<file path="src/hdl/dbba_pkg.sv">
// ============================================================================
// dbba_pkg: shared types and codes for the disk block bitmap allocator
// Request and response beats, the internal command word and status codes.
// ============================================================================
`default_nettype none

package dbba_pkg;

    // fixed widths of the bitmap and its counters
    localparam int MAP_BITS = 64;
    localparam int IDX_W    = 6;
    localparam int CNT_W    = 7;

    // response status codes
    localparam logic [2:0] ST_ALLOCATED    = 3'd0;
    localparam logic [2:0] ST_FREED        = 3'd1;
    localparam logic [2:0] ST_OUT_OF_SPACE = 3'd2;
    localparam logic [2:0] ST_FREE_FAILED  = 3'd3;
    localparam logic [2:0] ST_NOTHING      = 3'd4;

    // command opcodes between front and back
    localparam logic [1:0] OP_ALLOC    = 2'd0;
    localparam logic [1:0] OP_FREE     = 2'd1;
    localparam logic [1:0] OP_FREE_BAD = 2'd2;
    localparam logic [1:0] OP_NONE     = 2'd3;

    // request beat
    typedef struct packed {
        logic       kind;
        logic [6:0] block_count;
        logic [2:0] cylinder_in;
        logic       track_in;
        logic [1:0] record_in;
    } req_t;

    // response beat
    typedef struct packed {
        logic [2:0]  status;
        logic [2:0]  cylinder_out;
        logic        track_out;
        logic [1:0]  record_out;
        logic        last;
        logic [6:0]  blocks_free;
        logic [63:0] used_map;
    } rsp_t;

    // classified command held in the queue
    typedef struct packed {
        logic [1:0] op;
        logic [6:0] count;
        logic [2:0] cyl;
        logic       trk;
        logic [1:0] rec;
        logic [5:0] idx;
    } cmd_t;

    // front to queue write port
    typedef struct packed {
        logic push;
        cmd_t cmd;
    } push_t;

endpackage

`default_nettype wire

</file>
<file path="src/hdl/disk_block_bitmap_allocator.sv">
// ============================================================================
// disk_block_bitmap_allocator: bitmap free-space allocator top level
// Request channel (req, req_valid, req_stall) takes allocate or free beats;
// response channel (rsp, rsp_valid, rsp_stall) returns one beat per block
// allocated, or one beat for a free, an error or an empty request, each with
// last set on the final beat of the request and a snapshot of the bitmap and
// free count as they stand after that beat.
// A request enters a two-entry command queue, so up to two requests are
// taken while the engine is busy. With the engine idle, a free or an error
// beat passes through the queue entry and then the output register. An
// allocate walks the disk one block per cycle in cylinder, track, record
// order, pausing at a free block while the response is stalled, and gives
// at most one response beat per cycle; used blocks are skipped as it walks.
// Reset marks every block free and empties the queue and output register.
// While rsp_stall is high the response beat holds and the engine pauses at
// its next free block; requests are still queued until the queue is full.
// ============================================================================
`default_nettype none

module disk_block_bitmap_allocator #(
    parameter int CYLINDERS = 8,
    parameter int TRACKS    = 2,
    parameter int RECORDS   = 4
) (
    input  wire                 clk,
    input  wire                 rst_n,
    input  wire                 req_valid,
    output logic                req_stall,
    input  wire dbba_pkg::req_t req,
    output logic                rsp_valid,
    input  wire                 rsp_stall,
    output dbba_pkg::rsp_t      rsp
);

    dbba_pkg::push_t wr;
    dbba_pkg::cmd_t  q_cmd;
    logic            q_full;
    logic            q_valid;
    logic            q_pop;

    // intake and classification
    dbba_front #(
        .CYLINDERS (CYLINDERS),
        .TRACKS    (TRACKS),
        .RECORDS   (RECORDS)
    ) u_front (
        .req       (req),
        .req_valid (req_valid),
        .req_stall (req_stall),
        .q_full    (q_full),
        .wr        (wr)
    );

    // command queue
    dbba_queue u_queue (
        .clk     (clk),
        .rst_n   (rst_n),
        .wr      (wr),
        .full    (q_full),
        .q_valid (q_valid),
        .q_cmd   (q_cmd),
        .pop     (q_pop)
    );

    // allocation engine
    dbba_back #(
        .CYLINDERS (CYLINDERS),
        .TRACKS    (TRACKS),
        .RECORDS   (RECORDS)
    ) u_back (
        .clk       (clk),
        .rst_n     (rst_n),
        .q_valid   (q_valid),
        .q_cmd     (q_cmd),
        .pop       (q_pop),
        .rsp_valid (rsp_valid),
        .rsp_stall (rsp_stall),
        .rsp       (rsp)
    );

endmodule

`default_nettype wire

</file>
<file path="src/hdl/dbba_front.sv">
// ============================================================================
// dbba_front: request intake and classification
// Accepts request beats, sorts them into commands and computes block index.
// ============================================================================
`default_nettype none

module dbba_front #(
    parameter int CYLINDERS = 8,
    parameter int TRACKS    = 2,
    parameter int RECORDS   = 4
) (
    input  wire dbba_pkg::req_t  req,
    input  wire                  req_valid,
    output logic                 req_stall,
    input  wire                  q_full,
    output dbba_pkg::push_t      wr
);

    localparam int PER_CYL = TRACKS * RECORDS;

    logic       in_range;
    logic [5:0] blk_idx;

    // hold off while the queue is full
    assign req_stall = q_full;

    // coordinate check and linear block number
    always_comb
    begin
        in_range = ({1'b0, req.cylinder_in} < 4'(CYLINDERS)) &&
                   ({1'b0, req.track_in} < 2'(TRACKS)) &&
                   ({1'b0, req.record_in} < 3'(RECORDS));
        blk_idx  = ({3'b000, req.cylinder_in} * 6'(PER_CYL)) +
                   ({5'b00000, req.track_in} * 6'(RECORDS)) +
                   {4'b0000, req.record_in};
    end

    // classify the beat into a command
    always_comb
    begin
        wr.push      = req_valid && !q_full;
        wr.cmd.count = req.block_count;
        wr.cmd.cyl   = req.cylinder_in;
        wr.cmd.trk   = req.track_in;
        wr.cmd.rec   = req.record_in;
        wr.cmd.idx   = blk_idx;
        if (req.kind)
        begin
            wr.cmd.op = in_range ? dbba_pkg::OP_FREE : dbba_pkg::OP_FREE_BAD;
        end
        else if (req.block_count == 7'd0)
        begin
            wr.cmd.op = dbba_pkg::OP_NONE;
        end
        else
        begin
            wr.cmd.op = dbba_pkg::OP_ALLOC;
        end
    end

endmodule

`default_nettype wire

</file>
<file path="src/hdl/dbba_queue.sv">
// ============================================================================
// dbba_queue: two-entry command queue
// Decouples request intake from the allocation engine.
// ============================================================================
`default_nettype none

module dbba_queue (
    input  wire                  clk,
    input  wire                  rst_n,
    input  wire dbba_pkg::push_t wr,
    output logic                 full,
    output logic                 q_valid,
    output dbba_pkg::cmd_t       q_cmd,
    input  wire                  pop
);

    dbba_pkg::cmd_t entry_reg [2];
    logic           wr_ptr_reg, wr_ptr_next;
    logic           rd_ptr_reg, rd_ptr_next;
    logic [1:0]     cnt_reg, cnt_next;
    logic           do_push, do_pop;

    assign full    = (cnt_reg == 2'd2);
    assign q_valid = (cnt_reg != 2'd0);
    assign q_cmd   = entry_reg[rd_ptr_reg];
    assign do_push = wr.push && !full;
    assign do_pop  = pop && q_valid;

    // pointer and fill count update
    always_comb
    begin
        wr_ptr_next = do_push ? ~wr_ptr_reg : wr_ptr_reg;
        rd_ptr_next = do_pop ? ~rd_ptr_reg : rd_ptr_reg;
        cnt_next    = cnt_reg;
        if (do_push && !do_pop)
        begin
            cnt_next = cnt_reg + 2'd1;
        end
        else if (do_pop && !do_push)
        begin
            cnt_next = cnt_reg - 2'd1;
        end
    end

    always_ff @(posedge clk or negedge rst_n)
    begin
        if (!rst_n)
        begin
            wr_ptr_reg <= 1'b0;
            rd_ptr_reg <= 1'b0;
            cnt_reg    <= 2'd0;
        end
        else
        begin
            wr_ptr_reg <= wr_ptr_next;
            rd_ptr_reg <= rd_ptr_next;
            cnt_reg    <= cnt_next;
        end
    end

    // entry storage
    always_ff @(posedge clk)
    begin
        if (do_push)
        begin
            entry_reg[wr_ptr_reg] <= wr.cmd;
        end
    end

endmodule

`default_nettype wire

</file>
<file path="src/hdl/dbba_back.sv">
// ============================================================================
// dbba_back: allocation engine
// Owns used bitmap, free count; allocate scans a block a cycle unless stalled.
// ============================================================================
`default_nettype none

module dbba_back #(
    parameter int CYLINDERS = 8,
    parameter int TRACKS    = 2,
    parameter int RECORDS   = 4
) (
    input  wire                 clk,
    input  wire                 rst_n,
    input  wire                 q_valid,
    input  wire dbba_pkg::cmd_t q_cmd,
    output logic                pop,
    output logic                rsp_valid,
    input  wire                 rsp_stall,
    output dbba_pkg::rsp_t      rsp
);

    localparam int BLOCKS = CYLINDERS * TRACKS * RECORDS;

    localparam logic S_IDLE = 1'b0;
    localparam logic S_SCAN = 1'b1;

    logic           state_reg, state_next;
    logic [63:0]    used_reg, used_next;
    logic [6:0]     free_reg, free_next;
    logic [2:0]     cyl_reg, cyl_next;
    logic           trk_reg, trk_next;
    logic [1:0]     rec_reg, rec_next;
    logic [5:0]     idx_reg, idx_next;
    logic [6:0]     remain_reg, remain_next;
    logic           out_valid_reg, out_valid_next;
    dbba_pkg::rsp_t out_reg;

    logic           emit_ok;
    logic           load;
    logic           advance;
    logic [2:0]     res_status;
    logic [2:0]     res_cyl;
    logic           res_trk;
    logic [1:0]     res_rec;
    logic           res_last;

    assign emit_ok   = !out_valid_reg || !rsp_stall;
    assign rsp_valid = out_valid_reg;
    assign rsp       = out_reg;

    // command execution and scan control
    always_comb
    begin
        state_next  = state_reg;
        used_next   = used_reg;
        free_next   = free_reg;
        remain_next = remain_reg;
        pop         = 1'b0;
        load        = 1'b0;
        advance     = 1'b0;
        res_status  = dbba_pkg::ST_NOTHING;
        res_cyl     = 3'd0;
        res_trk     = 1'b0;
        res_rec     = 2'd0;
        res_last    = 1'b1;
        unique case (state_reg)
            S_IDLE:
            begin
                if (q_valid)
                begin
                    unique case (q_cmd.op)
                        dbba_pkg::OP_FREE,
                        dbba_pkg::OP_FREE_BAD:
                        begin
                            res_cyl = q_cmd.cyl;
                            res_trk = q_cmd.trk;
                            res_rec = q_cmd.rec;
                            if (emit_ok)
                            begin
                                pop  = 1'b1;
                                load = 1'b1;
                                if (q_cmd.op == dbba_pkg::OP_FREE && used_reg[q_cmd.idx])
                                begin
                                    used_next[q_cmd.idx] = 1'b0;
                                    free_next            = free_reg + 7'd1;
                                    res_status           = dbba_pkg::ST_FREED;
                                end
                                else
                                begin
                                    res_status = dbba_pkg::ST_FREE_FAILED;
                                end
                            end
                        end
                        dbba_pkg::OP_NONE:
                        begin
                            if (emit_ok)
                            begin
                                pop        = 1'b1;
                                load       = 1'b1;
                                res_status = dbba_pkg::ST_NOTHING;
                            end
                        end
                        dbba_pkg::OP_ALLOC:
                        begin
                            if (free_reg < q_cmd.count)
                            begin
                                if (emit_ok)
                                begin
                                    pop        = 1'b1;
                                    load       = 1'b1;
                                    res_status = dbba_pkg::ST_OUT_OF_SPACE;
                                end
                            end
                            else
                            begin
                                pop         = 1'b1;
                                state_next  = S_SCAN;
                                remain_next = q_cmd.count;
                            end
                        end
                        default:
                        begin
                            pop = 1'b0;
                        end
                    endcase
                end
            end
            S_SCAN:
            begin
                res_cyl    = cyl_reg;
                res_trk    = trk_reg;
                res_rec    = rec_reg;
                res_status = dbba_pkg::ST_ALLOCATED;
                res_last   = (remain_reg == 7'd1);
                if (used_reg[idx_reg])
                begin
                    advance = 1'b1;
                end
                else if (emit_ok)
                begin
                    load               = 1'b1;
                    advance            = 1'b1;
                    used_next[idx_reg] = 1'b1;
                    free_next          = free_reg - 7'd1;
                    remain_next        = remain_reg - 7'd1;
                    if (remain_reg == 7'd1)
                    begin
                        state_next = S_IDLE;
                    end
                end
                // end of the disk closes the scan
                if (advance && idx_reg == 6'(BLOCKS - 1))
                begin
                    state_next = S_IDLE;
                end
            end
            default:
            begin
                state_next = S_IDLE;
            end
        endcase
    end

    // scan position walks cylinder, track, record
    always_comb
    begin
        cyl_next = cyl_reg;
        trk_next = trk_reg;
        rec_next = rec_reg;
        idx_next = idx_reg;
        if (state_reg == S_IDLE)
        begin
            cyl_next = 3'd0;
            trk_next = 1'b0;
            rec_next = 2'd0;
            idx_next = 6'd0;
        end
        else if (advance)
        begin
            idx_next = idx_reg + 6'd1;
            if ({1'b0, rec_reg} == 3'(RECORDS - 1))
            begin
                rec_next = 2'd0;
                if ({1'b0, trk_reg} == 2'(TRACKS - 1))
                begin
                    trk_next = 1'b0;
                    cyl_next = cyl_reg + 3'd1;
                end
                else
                begin
                    trk_next = trk_reg + 1'b1;
                end
            end
            else
            begin
                rec_next = rec_reg + 2'd1;
            end
        end
    end

    // output register handshake
    always_comb
    begin
        out_valid_next = out_valid_reg;
        if (load)
        begin
            out_valid_next = 1'b1;
        end
        else if (!rsp_stall)
        begin
            out_valid_next = 1'b0;
        end
    end

    always_ff @(posedge clk or negedge rst_n)
    begin
        if (!rst_n)
        begin
            state_reg     <= S_IDLE;
            used_reg      <= '0;
            free_reg      <= 7'(BLOCKS);
            cyl_reg       <= 3'd0;
            trk_reg       <= 1'b0;
            rec_reg       <= 2'd0;
            idx_reg       <= 6'd0;
            remain_reg    <= 7'd0;
            out_valid_reg <= 1'b0;
        end
        else
        begin
            state_reg     <= state_next;
            used_reg      <= used_next;
            free_reg      <= free_next;
            cyl_reg       <= cyl_next;
            trk_reg       <= trk_next;
            rec_reg       <= rec_next;
            idx_reg       <= idx_next;
            remain_reg    <= remain_next;
            out_valid_reg <= out_valid_next;
        end
    end

    // response beat payload, snapshot after this result
    always_ff @(posedge clk)
    begin
        if (load)
        begin
            out_reg.status       <= res_status;
            out_reg.cylinder_out <= res_cyl;
            out_reg.track_out    <= res_trk;
            out_reg.record_out   <= res_rec;
            out_reg.last         <= res_last;
            out_reg.blocks_free  <= free_next;
            out_reg.used_map     <= used_next;
        end
    end

endmodule

`default_nettype wire
</file>
<file path="config.mk">
export PLATFORM = sky130hd
export DESIGN_NAME = disk_block_bitmap_allocator
export DESIGN_NICKNAME = d
export VERILOG_FILES = /design/src/hdl/dbba_pkg.sv /design/src/hdl/disk_block_bitmap_allocator.sv /design/src/hdl/dbba_front.sv /design/src/hdl/dbba_queue.sv /design/src/hdl/dbba_back.sv
export SDC_FILE = /design/constraint.sdc
export NUM_CORES = 1
export LEC_CHECK = 0
export BUFFER_PORTS_ARGS = -buffer_cell sky130_fd_sc_hd__buf_2
export CORE_MARGIN = 1.5
export CORE_UTILIZATION = 60
export CTS_BUF_LIST = sky130_fd_sc_hd__clkbuf_16
export DETAILED_ROUTE_END_ITERATION = 16
export PLACE_DENSITY = 0.81
export SYNTH_ARGS = -nofsm -noshare
export SYNTH_HDL_FRONTEND = slang
export SYNTH_SLANG_ARGS = --single-unit
</file>
<file path="constraint.sdc">
create_clock -name clk -period 6.4 [get_ports clk]
set_clock_uncertainty 0.15 [all_clocks]
set_input_delay 0.64 -clock clk [delete_from_list [all_inputs] [get_ports clk]]
set_output_delay 0.64 -clock clk [all_outputs]
set_load 0.02 [all_outputs]
</file>
[Word-level counts from Yosys, hierarchy flattened]
Memories as Yosys holds them, arrays and structs flattened.
Index checks and enable logic that the tools add are counted.
Word-level totals
  bits in registers: 177
  memory bits (writable): 42
  input port bits: 18
  output and inout bits: 83
  logic and storage cells: 168
  memories kept: 1
Memories
  u_queue.entry_reg: depth 2, width 21, rd ports 1, clocked after memory_dff 0, wr ports 1, line dbba_queue.sv:17  | dbba_pkg::cmd_t entry_reg [2];
Cells by class
  $add $sub $neg: 11
  order comparisons: 5
  equal/unequal tests: 16
  muxes and demuxes: 86
  bitwise gates (word level): 6
  reduce and logical (&&, ||, !) cells: 24
Operator list (number)
  $mux 64: 6
  $pmux 64 s2: 1
  $mux 7: 11
  $and 64x64->64: 1
  $not 64->64: 1
  $or 64x64->64: 1
  $mux 1: 31
  $mux 3: 10
  $pmux 7 s2: 2
  $mux 2: 10
  $ne 2x2->1 const B: 8
  $lt 6x7->1 const B: 2
  $sub 7x1->7 const B: 2
  $bmux 1 s6: 2
  $demux 1 s6: 2
  $ge 6x1->1 const B: 2
  $mux 6: 2
  $pmux 3 s2: 2
  $pmux 1 s2: 5
  $logic_and 1x1->1: 9
  $pmux 3 s3: 1
  $eq 2x2->1 const B: 4
  $add 7x1->7 const B: 1
  $eq 7x1->1 const B: 1
  23 further kinds: 31

[Longest topological paths before layout]
An unclocked memory read counts as a cell.
  depth after elaboration: 12
  gate-level depth with buffers: 18
  depth with buffers taken out: 13

[By module]
From an unflattened synthesis, not the netlist that was laid out.
Second synthesis, totals
  cell total of the unflattened synthesis: 818
  area total of the unflattened synthesis: 10292.4 sq um
By module, submodules not included
  dbba_back: instances 1, cells an instance 709, area each 8301.7 sq um, sequential area each 4735.8 sq um
  dbba_queue: instances 1, cells an instance 84, area each 1799.2 sq um, sequential area each 1361.3 sq um
  dbba_front: instances 1, cells an instance 25, area each 191.4 sq um, sequential area each 0.0 sq um

[Least setup slack after synthesis]
OpenSTA, ideal clock, no wires.
  path type: reg2reg
  start: reg u_queue.rd_ptr_reg
  end: reg u_back.out_reg (netlist bit u_back.rsp[0]), enable pin
  library setup time: 405 ps
  data arrival time: 3764 ps
  required time: 5845 ps
  slack: 2081 ps
  cell stages (with the launch flop): 13
  buffers on the path: 4
  period minus slack after synthesis: 4319 ps
  cells stage by stage: dfrtp_1 > buf_6 > buf_6 > buf_4 > clkbuf_1 > mux2i_1 > ha_1 > or4_1 > a31o_2 > a21oi_1 > o21ai_0 > a21oi_1 > or2_2
Between the ends
  word-level cells in the longest chain between the ends: 6
  elaborated cells between the ends (all ways): 11
  those cells by class: 1 x order compare; 3 x eq/ne; 4 x mux; 2 x reduce/logical; 1 x memory
Ends and longest elaborated chain
  from (decl): line dbba_queue.sv:19  | logic rd_ptr_reg, rd_ptr_next;
  from (signal assigned): line dbba_queue.sv:56  | rd_ptr_reg <= rd_ptr_next;
  $mem_v2 2x21 *
  $lt 7x7->1, or another cell as far along: line dbba_back.sv:105  | if (free_reg < q_cmd.count)
  $mux 1 / $reduce_or 3->1 (equally long branches)
  $pmux 1 s2 *: line dbba_back.sv:71  | unique case (q_cmd.op)
  $mux 1 *: line dbba_back.sv:69  | if (q_valid)
  $pmux 1 s2 *: line dbba_back.sv:66  | unique case (state_reg)
  via u_back.load: line dbba_back.sv:39  | logic load;
  to (decl): line dbba_back.sv:36  | dbba_pkg::rsp_t out_reg;
The timed path passes the listed nets; every way through them passes the cells marked *.
A chain may end at the register's enable or synchronous reset.

[Worst setup path after layout]
  start: reg u_queue.rd_ptr_reg
  end: reg u_back.out_reg (netlist bit u_back.rsp[8]), data pin
Between the ends
  word-level cells in the longest chain between the ends: 12
  elaborated cells between the ends (all ways): 19
  those cells by class: 2 x order compare; 2 x eq/ne; 9 x mux; 2 x bitwise; 3 x reduce/logical; 1 x memory
Ends and longest elaborated chain
  $mem_v2 2x21 *
  $lt 6x7->1 (not written as such) / $ge 6x1->1 (equally long branches): line dbba_back.sv:84  | used_next[q_cmd.idx] = 1'b0;
  $logic_and 1x1->1 (not written as such): line dbba_back.sv:84
  $mux 1 (not written as such): line dbba_back.sv:84
  $demux 1 s6
  $not 64->64 (no line)
  $and 64x64->64 (no line)
  $mux 64: line dbba_back.sv:82  | if (q_cmd.op == dbba_pkg::OP_FREE && used_reg[q_cmd.idx])
  $mux 64: line dbba_back.sv:78  | if (emit_ok)
  $mux 64 *: line dbba_back.sv:71
  $mux 64 *: line dbba_back.sv:69
  $pmux 64 s2 *: line dbba_back.sv:66
  via u_back.used_next[8]: line dbba_back.sv:28  | logic [63:0] used_reg, used_next;
The timed path passes the listed nets; every way through them passes the cells marked *. The select of a mux whose other input is x is not followed.

==> impl_results.md <==
* Met1 Usage GRT at 41.1%
* Routed vias/inst at 6.53
* Final setup vio count at 0
* M2 GR Usage at 49.0%
* Final Util at 70.1%
* Post-Synth XOR/XNOR Area at 1.73%
* Mux contribution to synthesized area at between 5 and 6%
* Fmax at 202 MHz
* Leakage power at 4.50 nW
* Tmin final at 4960 ps
* Clock-pin slew on the worst setup and hold paths at 70 ps
* Post-synth EDFFs at 111
* YS warnings at 0
* Average cell area after synthesis at 11.8 um2
* Cell taking the most area after synthesis: edfxtp_1
* Cts bufs inserted at 21
* Antenna Nets Post-Route at 0
* Die Area at 16800 um2
* GRT Max-Usage Layer: met2
* Syn nets at 851
* Gpl congestion at ~1.0
* Worst VDD drop at 0.000316 V
* RSZ-0062 raised after global routing: no
* CTS sink count at between 200 and 250
* Synth-to-layout area growth at 15.1%
* DRT Pass-1 Iters at 6
* Initial Util at 60.9%
* Gr ovfl total at 0
* Register area share after synthesis at 59.7%
* CP Launch Type: flip-flop
* Max reg flops at 81
* Vias in the first global route at 7108
* Simple-gate share of the synthesized area at 13.1%
* Max-cap check violation count at 0
* Row cnt at 46
* I/O Pins at roughly 100
* Setup crit end kind: flip-flop
* Die Y at 130 um
* Synth area leaders: edfxtp_1 35%, dfrtp_1 25%, o21ai_0 5.1%
* Drt total wl at 25700 um
* Met3 usage in global routing at 6.15%
* Critical path type: reg2reg
* DRC Markers at 0
* Antenna diode count at 0
* Largest buffer count on any clock path at 3
* Root Driver: clkbuf_16
* Crit share post-route at between 70% and 80%
* Post-synthesis cell count at 816
* Post-Syn Area at 9610 um2
* Placeable Area at 15800 um2
* Status: complete, no violations
* Final hold slack at 171 ps
* Unique cell type count in the Yosys netlist at 76
* WP data required at 6450 ps
* DPL Wire Length at 17200 um
* Seq cells post-synth at around 210
* Hold WC Path Type: in2reg
* Total Routing Usage GR at 31.1%
* Largest family of logic cells by synthesized area: compound AO/OA/AOI/OAI gates
* Synth Area in Adders at 2.21%
* Vias at 7500
* DRT iter0 DRCs at 1013
* Synth Flop Type: edfxtp_1
* First-pass GRT wire length at 39500 um
* Slew @ Worst Pin at 1130 ps
* Share of cells above drive strength 1 at about a fifth
* Clock latency on the worst-skew pair at 500 ps
* Cell Pwr Density at 512 nW/um2
* Post-synth top area share at 34.7%
* H-tree Lvls at 1
* Port Buffer Count at 100
* Antenna violations before repair at 0
* Compound-gate portion of the synthesized area at 15.6%
* Max-slew violations at 0
* CP Max Fanout at 18
* Final #Nets at ~950
* WL per Instance at 22.4 um
* Final hold violation count at 0
* Setup_tns at 0 ps
* Die W at 130 um
* Worst setup margin at 1440 ps
* WP data arrival at 5010 ps
* TritonCTS clock tree: built
* Async SR Flop Fraction at ~46%
* Largest net degree at the start of global routing at 83
* Place WS at approximately 1700 ps
* Max_slew headroom at 24.5%
-- per-stage QoR --
stage / total power (W) / area [um2] / instances
final: 0.00566 / 11100 / 1148
after global routing: 0.00592 / 11100 / 1148
after CTS: 0.00565 / 11100 / 1148
after detailed placement: 0.00433 / 10300 / 1109
after global placement: 0.00427 / 10300 / 1109
after floorplan: 0.00366 / 9610 / 816
-- path summary, 6_finish.rpt --
kind	slack (ps)	cells past startpoint	to	from
worst max-delay path	1440	9	u_back.rsp[8]	u_queue.rd_ptr_reg
worst min-delay path	170	1	u_queue.entry_reg[1][11]	req[5]
min in group asynchronous	500	2	u_back.remain_reg[1]	rst_n
max in group asynchronous	4470	3	u_back.used_reg[55]	rst_n
worst min register to register	350	1	u_queue.wr_ptr_reg	u_queue.wr_ptr_reg
worst max register to register	1440	9	u_back.rsp[8]	u_queue.rd_ptr_reg
-- Yosys cell counts, types with 9 or more instances --
master	count
xor2_1	9
nor2b_1	16
buf_2	10
edfxtp_1	111
a21oi_1	20
xnor2_1	10
inv_1	21
a221oi_1	14
mux2_2	11
nor3_1	15
nand2b_1	9
ha_1	17
nand3_1	25
dfrtp_1	95
nand2_1	62
o21ai_0	98
mux2i_1	24
o21ai_1	40
clkbuf_1	17
nor2_1	48
-- cells in the final DEF (no fill, tap or decap), types with 5 or more instances in the layout --
cell type	netlist	final
o21ai_0	98	98
o21ai_1	40	40
and3_1	6	6
o22ai_1	8	8
a31oi_1	7	7
xor2_1	9	9
mux2_2	11	11
bufinv_16	0	5
nor3_1	15	15
nor2_1	48	48
ha_1	17	17
nand2b_1	9	9
xnor2_1	10	10
nand4_1	7	7
nand2_1	62	62
a221oi_1	14	14
clkbuf_16	0	21
nand3b_1	5	5
edfxtp_1	111	111
nand3_1	25	25
buf_2	10	99
a32oi_1	8	8
mux2i_1	24	24
inv_1	21	25
buf_4	2	13
and2_1	6	6
a21oi_1	20	20
a22oi_1	7	7
nor2b_1	16	16
dfrtp_1	95	95
-- routing by layer --
layer | up-vias | wire length [um]
met5 | - | 0
met4 | 0 | 1490
li1 | 3285 | -
met3 | 121 | 2560
met1 | 3584 | 9840
met2 | 510 | 11800
-- report_power, final --
| part | total (W) | internal, W | switching [W] |
|---|---|---|---|
| logic | 0.00214 | 0.000646 | 0.00149 |
| clock network | 0.00131 | 0.000806 | 0.000508 |
| registers | 0.00221 | 0.00196 | 0.000253 |
| total | 0.00566 | 0.00341 | 0.00225 |
-- cells by family after synthesis --
family,count (synthesis)
compound gates,242
xor+xnor,19
fa+ha+maj,17
buf+inv,56
flops,207
mux,41
simple gates,234
-- layout make-up --
class | instances | area [um2]
Sequential cell | 207 | 5740
Fill cell | 1138 | 4720
Multi-Input combinational cell | 553 | 3620
Timing Repair Buffer | 113 | 603
Clock buffer | 21 | 526
Tap cell | 216 | 270
Clock inverter | 17 | 221
Inverter | 21 | 78.8
-- timing repair --
action | in CTS | in global routing
hold endpoints to repair | 37 | 0
buffers inserted | 0 | 0
resized for setup | 0 | 0
hold buffers | 1 | 0
-- critical path, stage by stage, from the launching register on --
cell       delay [ps]
dfrtp_1           760
nor2_1            240
a32oi_2           720
o22ai_1           180
o41ai_1           580
o2111ai_1         280
nor3_4            740
nand4_1           450
o21ai_0           360
o21ai_0           190
(Power assumes the default switching activity.)
